$ cat config.mk
export PLATFORM = sky130hd
export DESIGN_NAME = ws2812_pixel_serializer
export DESIGN_NICKNAME = d
export VERILOG_FILES = /design/src/wps_pkg.sv /design/src/wps_front.sv /design/src/wps_queue.sv /design/src/wps_back.sv /design/src/ws2812_pixel_serializer.sv
export SDC_FILE = /design/constraint.sdc
export NUM_CORES = 1
export LEC_CHECK = 0
export BUFFER_PORTS_ARGS = -buffer_cell sky130_fd_sc_hd__buf_2
export CAP_MARGIN = 5
export CORE_ASPECT_RATIO = 1.25
export CORE_MARGIN = 3
export CORE_UTILIZATION = 29
export DETAILED_ROUTE_END_ITERATION = 12
export PLACE_DENSITY = 0.51
export SYNTH_ARGS = -nofsm -noshare
export SYNTH_HDL_FRONTEND = slang
export SYNTH_SLANG_ARGS = --single-unit
$ cat constraint.sdc
create_clock -name i_clk -period 11.4 [get_ports i_clk]
set_input_delay 1.71 -clock i_clk [delete_from_list [all_inputs] [get_ports i_clk]]
set_output_delay 1.71 -clock i_clk [all_outputs]
set_load 0.03 [all_outputs]
$ cat src/wps_pkg.sv
// Shared types, register indexes and reset timings for the LED strip serialiser.
`default_nettype none
package wps_pkg;

    // Tick period and nominal waveform timings in nanoseconds
    localparam int TICK_NS      = 20;
    localparam int ONE_HIGH_NS  = 900;
    localparam int ONE_LOW_NS   = 600;
    localparam int ZERO_HIGH_NS = 400;
    localparam int ZERO_LOW_NS  = 900;
    localparam int LATCH_NS     = 6000;

    localparam int CFG_W       = 16;
    localparam int CFG_IDX_W   = 3;
    localparam int PIXEL_W     = 24;
    localparam int BITS_W      = 5;
    localparam int QUEUE_DEPTH = 4;

    localparam int TICK_COUNT_WIDTH_DEF = 16;

    // Reset values of the timing registers, in ticks
    localparam logic [CFG_W-1:0] ONE_HIGH_RST  = CFG_W'(ONE_HIGH_NS / TICK_NS);
    localparam logic [CFG_W-1:0] ONE_LOW_RST   = CFG_W'(ONE_LOW_NS / TICK_NS);
    localparam logic [CFG_W-1:0] ZERO_HIGH_RST = CFG_W'(ZERO_HIGH_NS / TICK_NS);
    localparam logic [CFG_W-1:0] ZERO_LOW_RST  = CFG_W'(ZERO_LOW_NS / TICK_NS);
    localparam logic [CFG_W-1:0] LATCH_GAP_RST =
        CFG_W'(((LATCH_NS / 1000) + 1) * 1000 / TICK_NS);

    // Register indexes on the configuration port
    localparam logic [CFG_IDX_W-1:0] REG_ONE_HIGH    = 3'd0;
    localparam logic [CFG_IDX_W-1:0] REG_ONE_LOW     = 3'd1;
    localparam logic [CFG_IDX_W-1:0] REG_ZERO_HIGH   = 3'd2;
    localparam logic [CFG_IDX_W-1:0] REG_ZERO_LOW    = 3'd3;
    localparam logic [CFG_IDX_W-1:0] REG_LATCH_GAP   = 3'd4;
    localparam logic [CFG_IDX_W-1:0] REG_COLOR_ORDER = 3'd5;

    // Byte orders
    localparam logic ORDER_GRB = 1'b0;
    localparam logic ORDER_RGB = 1'b1;

    typedef struct packed {
        logic [CFG_W-1:0] one_high;
        logic [CFG_W-1:0] one_low;
        logic [CFG_W-1:0] zero_high;
        logic [CFG_W-1:0] zero_low;
        logic [CFG_W-1:0] latch_gap;
        logic             color_order;
    } t_cfg;

    // One classified tick word: pixel already in send order
    typedef struct packed {
        logic               pixel;
        logic               show;
        logic               abort;
        logic [PIXEL_W-1:0] pixel_bits;
    } t_item;

endpackage
`default_nettype wire

$ cat src/wps_front.sv
// Front stage: takes tick words, packs the pixel in send order, feeds the queue.
`default_nettype none
module wps_front (
    input  wire logic          i_clk,
    input  wire logic          i_rst_n,
    input  wire logic          i_color_order,
    input  wire logic          i_valid,
    output logic               o_ready,
    input  wire logic [23:0]   i_data,   // red, green, blue
    input  wire logic [2:0]    i_user,   // pixel_valid, show_request, abort
    output logic               o_push,
    output wps_pkg::t_item     o_item,
    input  wire logic          i_queue_ready
);
    import wps_pkg::*;

    logic  r_valid;
    t_item r_item;
    t_item n_item;

    // Classify: pixel wins over show, byte order fixed here
    always_comb begin
        n_item.pixel = i_user[0];
        n_item.show  = i_user[1] & ~i_user[0];
        n_item.abort = i_user[2];
        if (i_color_order == ORDER_RGB) begin
            n_item.pixel_bits = {i_data[7:0], i_data[15:8], i_data[23:16]};
        end else begin
            n_item.pixel_bits = {i_data[15:8], i_data[7:0], i_data[23:16]};
        end
    end

    assign o_ready = ~r_valid | i_queue_ready;
    assign o_push  = r_valid & i_queue_ready;
    assign o_item  = r_item;

    always_ff @(posedge i_clk) begin
        if (!i_rst_n) begin
            r_valid <= 1'b0;
        end else if (i_valid && o_ready) begin
            r_valid <= 1'b1;
        end else if (o_push) begin
            r_valid <= 1'b0;
        end
        if (i_valid && o_ready) begin
            r_item <= n_item;
        end
    end

endmodule
`default_nettype wire

$ cat src/wps_queue.sv
// Short word queue between the front stage and the waveform engine.
`default_nettype none
module wps_queue (
    input  wire logic           i_clk,
    input  wire logic           i_rst_n,
    input  wire logic           i_push,
    input  wire wps_pkg::t_item i_item,
    output logic                o_ready,
    input  wire logic           i_pop,
    output logic                o_valid,
    output wps_pkg::t_item      o_item
);
    import wps_pkg::*;

    localparam int PTR_W = $clog2(QUEUE_DEPTH);
    localparam int CNT_W = PTR_W + 1;
    localparam logic [PTR_W-1:0] LAST_PTR = PTR_W'(QUEUE_DEPTH - 1);
    localparam logic [CNT_W-1:0] FULL_CNT = CNT_W'(QUEUE_DEPTH);

    t_item            r_mem [QUEUE_DEPTH];
    logic [PTR_W-1:0] r_wr_ptr;
    logic [PTR_W-1:0] r_rd_ptr;
    logic [CNT_W-1:0] r_count;

    assign o_ready = (r_count != FULL_CNT);
    assign o_valid = (r_count != '0);
    assign o_item  = r_mem[r_rd_ptr];

    // Pointers and fill level
    always_ff @(posedge i_clk) begin
        if (!i_rst_n) begin
            r_wr_ptr <= '0;
            r_rd_ptr <= '0;
            r_count  <= '0;
        end else begin
            if (i_push) begin
                r_wr_ptr <= (r_wr_ptr == LAST_PTR) ? '0 : r_wr_ptr + 1'b1;
            end
            if (i_pop) begin
                r_rd_ptr <= (r_rd_ptr == LAST_PTR) ? '0 : r_rd_ptr + 1'b1;
            end
            case ({i_push, i_pop})
                2'b10:   r_count <= r_count + 1'b1;
                2'b01:   r_count <= r_count - 1'b1;
                default: r_count <= r_count;
            endcase
        end
    end

    // Storage
    always_ff @(posedge i_clk) begin
        if (i_push) begin
            r_mem[r_wr_ptr] <= i_item;
        end
    end

endmodule
`default_nettype wire

$ cat src/wps_back.sv
// Waveform engine: bit phases and latch gap, one queued tick word per cycle unless the output stalls.
`default_nettype none
module wps_back #(
    parameter int TICK_COUNT_WIDTH = wps_pkg::TICK_COUNT_WIDTH_DEF
) (
    input  wire logic           i_clk,
    input  wire logic           i_rst_n,
    input  wire wps_pkg::t_cfg  i_cfg,
    input  wire logic           i_valid,
    input  wire wps_pkg::t_item i_item,
    output logic                o_pop,
    output logic                o_valid,
    input  wire logic           i_ready,
    output logic                o_line_level,
    output logic                o_ready_res
);
    import wps_pkg::*;

    localparam int TCW = TICK_COUNT_WIDTH;
    localparam logic [31:0] TICK_MAX = 32'((64'd1 << TCW) - 64'd1);

    // Zero counts as one tick, overlong timings clip to the counter maximum
    function automatic logic [TCW-1:0] sat_ticks(input logic [CFG_W-1:0] v);
        if (v == '0) begin
            return TCW'(1);
        end else if (32'(v) > TICK_MAX) begin
            return TCW'(TICK_MAX);
        end else begin
            return TCW'(v);
        end
    endfunction

    logic [PIXEL_W-1:0] r_shift, n_shift;
    logic [BITS_W-1:0]  r_bits, n_bits;
    logic               r_high, n_high;
    logic [TCW-1:0]     r_cnt, n_cnt;
    logic               r_lat, n_lat;
    logic               r_out_valid;
    logic               r_line;
    logic               r_rdy;
    logic               line;
    logic               rdy;

    assign o_pop        = i_valid & (~r_out_valid | i_ready);
    assign o_valid      = r_out_valid;
    assign o_line_level = r_line;
    assign o_ready_res  = r_rdy;

    // Next state for one tick
    always_comb begin
        n_shift = r_shift;
        n_bits  = r_bits;
        n_high  = r_high;
        n_cnt   = r_cnt;
        n_lat   = r_lat;
        line    = 1'b0;
        rdy     = 1'b0;

        // Idle: start a pixel or a latch gap in this very tick
        if (r_cnt == '0) begin
            n_bits = '0;
            n_lat  = 1'b0;
            if (i_item.pixel) begin
                n_shift = i_item.pixel_bits;
                n_bits  = BITS_W'(PIXEL_W);
                n_high  = 1'b1;
                n_cnt   = sat_ticks(i_item.pixel_bits[PIXEL_W-1] ?
                                    i_cfg.one_high : i_cfg.zero_high);
                rdy     = 1'b1;
            end else if (i_item.show) begin
                n_lat  = 1'b1;
                n_high = 1'b0;
                n_cnt  = sat_ticks(i_cfg.latch_gap);
                rdy    = 1'b1;
            end
        end

        // Drive the line and count the phase down
        if (n_cnt != '0) begin
            line  = ~n_lat & n_high;
            n_cnt = n_cnt - 1'b1;
            if (n_cnt == '0) begin
                if (n_lat) begin
                    n_lat = 1'b0;
                end else if (n_high) begin
                    n_high = 1'b0;
                    n_cnt  = sat_ticks(n_shift[PIXEL_W-1] ?
                                       i_cfg.one_low : i_cfg.zero_low);
                end else begin
                    n_shift = {n_shift[PIXEL_W-2:0], 1'b0};
                    if (n_bits != '0) begin
                        n_bits = n_bits - 1'b1;
                    end
                    // abort only at a byte boundary with bytes still to go
                    if (n_bits != '0 && n_bits[2:0] == 3'd0 && i_item.abort) begin
                        n_bits = '0;
                    end
                    if (n_bits != '0) begin
                        n_high = 1'b1;
                        n_cnt  = sat_ticks(n_shift[PIXEL_W-1] ?
                                           i_cfg.one_high : i_cfg.zero_high);
                    end
                end
            end
        end
    end

    // State and output register
    always_ff @(posedge i_clk) begin
        if (!i_rst_n) begin
            r_shift     <= '0;
            r_bits      <= '0;
            r_high      <= 1'b0;
            r_cnt       <= '0;
            r_lat       <= 1'b0;
            r_out_valid <= 1'b0;
        end else begin
            if (o_pop) begin
                r_shift     <= n_shift;
                r_bits      <= n_bits;
                r_high      <= n_high;
                r_cnt       <= n_cnt;
                r_lat       <= n_lat;
                r_out_valid <= 1'b1;
            end else if (i_ready) begin
                r_out_valid <= 1'b0;
            end
        end
        if (o_pop) begin
            r_line <= line;
            r_rdy  <= rdy;
        end
    end

endmodule
`default_nettype wire

$ cat src/ws2812_pixel_serializer.sv
// A tick word passes the front register, the queue and the output register of the engine.
// One tick word per cycle while the output is not stalled; the waveform engine steps once per word.
// A stalled output backs up through a four-word queue and the front register.
// Reset (synchronous, active low) loads the default timings and empties the queue.
`default_nettype none
module ws2812_pixel_serializer #(
    parameter int TICK_COUNT_WIDTH = wps_pkg::TICK_COUNT_WIDTH_DEF
) (
    input  wire logic                         i_clk,
    input  wire logic                         i_rst_n,
    input  wire logic                         i_cfg_we,
    input  wire logic [wps_pkg::CFG_IDX_W-1:0] i_cfg_index,
    input  wire logic [wps_pkg::CFG_W-1:0]    i_cfg_data,
    input  wire logic                         s_axis_tvalid,
    output logic                              s_axis_tready,
    input  wire logic [23:0]                  s_axis_tdata,  // red, green, blue
    input  wire logic [2:0]                   s_axis_tuser,  // pixel_valid, show_request, abort
    output logic                              m_axis_tvalid,
    input  wire logic                         m_axis_tready,
    output logic [7:0]                        m_axis_tdata,  // line_level, zero fill
    output logic                              m_axis_tuser   // ready_res
);
    import wps_pkg::*;

    t_cfg  r_cfg;
    t_item front_item;
    t_item queue_item;
    logic  front_push;
    logic  queue_ready;
    logic  queue_valid;
    logic  back_pop;
    logic  line_level;

    // Configuration registers
    always_ff @(posedge i_clk) begin
        if (!i_rst_n) begin
            r_cfg.one_high    <= ONE_HIGH_RST;
            r_cfg.one_low     <= ONE_LOW_RST;
            r_cfg.zero_high   <= ZERO_HIGH_RST;
            r_cfg.zero_low    <= ZERO_LOW_RST;
            r_cfg.latch_gap   <= LATCH_GAP_RST;
            r_cfg.color_order <= ORDER_GRB;
        end else if (i_cfg_we) begin
            unique case (i_cfg_index)
                REG_ONE_HIGH:    r_cfg.one_high    <= i_cfg_data;
                REG_ONE_LOW:     r_cfg.one_low     <= i_cfg_data;
                REG_ZERO_HIGH:   r_cfg.zero_high   <= i_cfg_data;
                REG_ZERO_LOW:    r_cfg.zero_low    <= i_cfg_data;
                REG_LATCH_GAP:   r_cfg.latch_gap   <= i_cfg_data;
                REG_COLOR_ORDER: r_cfg.color_order <= i_cfg_data[0];
                default:         r_cfg             <= r_cfg;
            endcase
        end
    end

    wps_front u_front (
        .i_clk         (i_clk),
        .i_rst_n       (i_rst_n),
        .i_color_order (r_cfg.color_order),
        .i_valid       (s_axis_tvalid),
        .o_ready       (s_axis_tready),
        .i_data        (s_axis_tdata),
        .i_user        (s_axis_tuser),
        .o_push        (front_push),
        .o_item        (front_item),
        .i_queue_ready (queue_ready)
    );

    wps_queue u_queue (
        .i_clk   (i_clk),
        .i_rst_n (i_rst_n),
        .i_push  (front_push),
        .i_item  (front_item),
        .o_ready (queue_ready),
        .i_pop   (back_pop),
        .o_valid (queue_valid),
        .o_item  (queue_item)
    );

    wps_back #(
        .TICK_COUNT_WIDTH (TICK_COUNT_WIDTH)
    ) u_back (
        .i_clk        (i_clk),
        .i_rst_n      (i_rst_n),
        .i_cfg        (r_cfg),
        .i_valid      (queue_valid),
        .i_item       (queue_item),
        .o_pop        (back_pop),
        .o_valid      (m_axis_tvalid),
        .i_ready      (m_axis_tready),
        .o_line_level (line_level),
        .o_ready_res  (m_axis_tuser)
    );

    assign m_axis_tdata = {7'b0, line_level};

endmodule
`default_nettype wire
==> reports/qor.yml <==
vdd_drop_max_mv: 0.177
clockBufferDepth: 3
cts-htree-levels: 1
ys_ff_latch: 276
worst_pin_slew_ns: 1.12
r2r_slack_ns: 6.02
hold_end: "u_back.r_shift[0]"
grt_use_total_pct: 14.1
drt-total-wl_mm: 33.4
min-delay-start: "u_back.r_shift[0]"
routedWlPerCell_um: 18.6
place_congestion: 0.871
firstDrtPassIters: 5
synth.avg_cell_area_um2: 10.8
cp_max_fo: 27
fin_tns_setup_ns: 0
nets: 1266
status: "finished, final reports clean"
regToRegEndpoint: "u_back.r_shift[8]"
clock_sinks: 276
setup_viol: 0
timing.final.crit_share_pct: 47.2
cts_hold_buf: 0
finalHoldViolations: 0
netlist_area_mm2: 0.0128
io_buffers: 54
antenna_found_initial: 0
rsz0062_at_grt: "false"
r2r_cells: 12
grt_pass1_wl_mm: 52.5
drive_above_1_share_pct: 15.8
start_util_pct: 29.5
die_area_mm2: 0.0466
rows: 85
worst-setup-path-type: "reg2reg"
cts_setup_buffers: 0
routed_via_density: 5.07
synth_top_flop_cell: "dfxtp_1"
start_kind: "register"
max_freq_mhz: 186
grt_pass1_vias: 9078
finish.utilization_pct: 33.3
period_minus_slack_ns: 5.38
critical_path_required_ns: 11.83
drt_iter0_drc: 466
endpoint_kind: "register"
ctsResizeCount: 0
synth-async-reset-ratio_pct: 0
area_growth_pct: 13.0
hp-class: "reg2reg"
synth_cell_types: 81
cts_buffers: 28
setup_ws_ns: 6.02
finalClockSkew_ns: 0.00982
overflow: 0
vias: 9077
maxCapViolCount: 0
synth_warnings: 0
dp.final_hpwl_mm: 23.1
critPathArrivalTime_ns: 5.82
clk_pin_slew_ns: 0.07
fp.dieW_um: 194
placed_cell_area_mm2: 0.0135
ant_nets: 0
powerDensity_mw_per_mm2: 264
finalPower_mw: 3.82
diodes: 0
fillers: 4372
cts_tree: "yes"
slew_violations: 0
pre_cts_slack_ns: 5.99
syn_inst: 1178
fp.dieH_um: 241
drc: 0
core_mm2: 0.0433
ios: 62
clk_latency_ns: 0.56
leakage_nw: 4.90
seq_area_frac_synth_pct: 54.0
whs_path_depth: 2
maxSlewHeadroom_pct: 25.5
root_buffer: "clkbuf_16"
finish.instance_area_mm2: 0.0144
grt_max_degree: 77
synth_edf_count: 137
## worst max-delay path: stages, from the launching register on
cell,delay (ns)
dfxtp_2,0.31
buf_4,0.45
mux4_2,0.83
mux2_4,0.39
a221oi_2,0.55
ha_1,0.44
nand3_1,0.24
nor3b_1,0.27
xor2_1,0.25
nand3_1,0.47
nor3_2,0.61
buf_4,0.31
o211ai_1,0.11
## report_power, final
part	switching (mW)	internal, mW	leakage (nW)	total, mW
Clock	0.392	0.510	0.441	0.902
Sequential	0.0724	1.14	2.39	1.22
Combinational	1.10	0.597	2.06	1.70
Total	1.57	2.25	4.90	3.82
## sequential cells by signal (all words and copies together) (netlist names), 2 cells and up, named ones only
name / count
u_back.r_shift: 24
u_back.r_bits: 5
u_front.o_item: 27
u_queue.r_count: 3
u_queue.r_rd_ptr: 2
u_queue.r_mem: 108
u_queue.r_wr_ptr: 2
r_cfg: 81
u_back.r_cnt: 16
## worst max path at each step
stage	startpoint	to	slack (ns)
5_1_grt	register	u_back.r_shift[9]	5.64
3_3_place_gp	register	u_back.r_shift[16]	6.06
3_5_place_dp	register	u_back.r_shift[8]	5.99
2_1_floorplan	register	u_back.r_cnt[15]	7.22
4_1_cts	register	u_back.r_shift[8]	5.98
6_report	register	u_back.r_shift[8]	6.02
## per-stage QoR
stage          hold WS (ns)  cells
6_report              0.460   1791
5_1_grt               0.492   1791
4_1_cts               0.464   1791
3_5_place_dp          0.453   1739
3_3_place_gp          0.439   1739
2_1_floorplan         0.431   1184
## logic make-up (layout without fill, tap and decap cells)
logic type      Yosys count  after routing  share of synthesized area, %
compound gates          238            238                          12.9
other cells               1              7                        0.0294
mux                      97             97                          10.7
simple gates            444            444                          16.7
flops                   276            276                          54.0
fa+ha+maj                11             11                          1.14
buf+inv                  94            136                          3.42
xor+xnor                 17             17                          1.22
## synth_stat cells, drive strengths merged (9+ instances only)
cell type	number	share of area [%]
nor2	28	0.84
nand2	262	7.7
dfxtp	139	22
xnor2	9	0.62
nor4	25	1.5
o21ai	19	0.74
clkbuf	53	1.6
mux2	29	2.7
ha	10	0.98
o22a	14	0.96
buf	26	1.4
edfxtp	137	32
mux2i	41	3.2
o211ai	24	1.4
inv	13	0.38
nand3	35	1.5
or4	22	1.3
mux4	27	4.8
a221oi	9	1.0
nor3	17	0.71
a21o	23	1.4
a21oi	90	3.5
and2	9	0.44
a22o	14	0.96
## cell usage in the layout (no fill, tap or decap), types with 22 or more instances in the layout
master / instances
a21oi_1: 90
mux2_2: 23
nand3_1: 33
or4_1: 22
nand2_1: 261
a21o_1: 23
buf_2: 54
mux4_2: 27
o211ai_1: 24
nor4_1: 23
clkbuf_16: 29
nor2_1: 26
edfxtp_1: 137
dfxtp_1: 138
mux2i_1: 40
## routing by layer
layer  part of all wire, %  track usage (%)
met5                     0                0
met4                   4.2             6.29
met3                   3.6             1.66
met2                    50             25.0
met1                    42             17.4
## cell type report
| cell class | instances | area (µm²) | area share (%) |
|---|---|---|---|
| clock buffer | 32 | 737 | 5.11 |
| inverter | 15 | 56.3 | 0.390 |
| sequential | 276 | 6900 | 47.8 |
| multi-input combinational | 814 | 5490 | 38.1 |
| tap | 565 | 707 | 4.90 |
| clock inverter | 20 | 159 | 1.10 |
| timing repair buffer | 69 | 383 | 2.65 |
(Power assumes the default switching activity.)
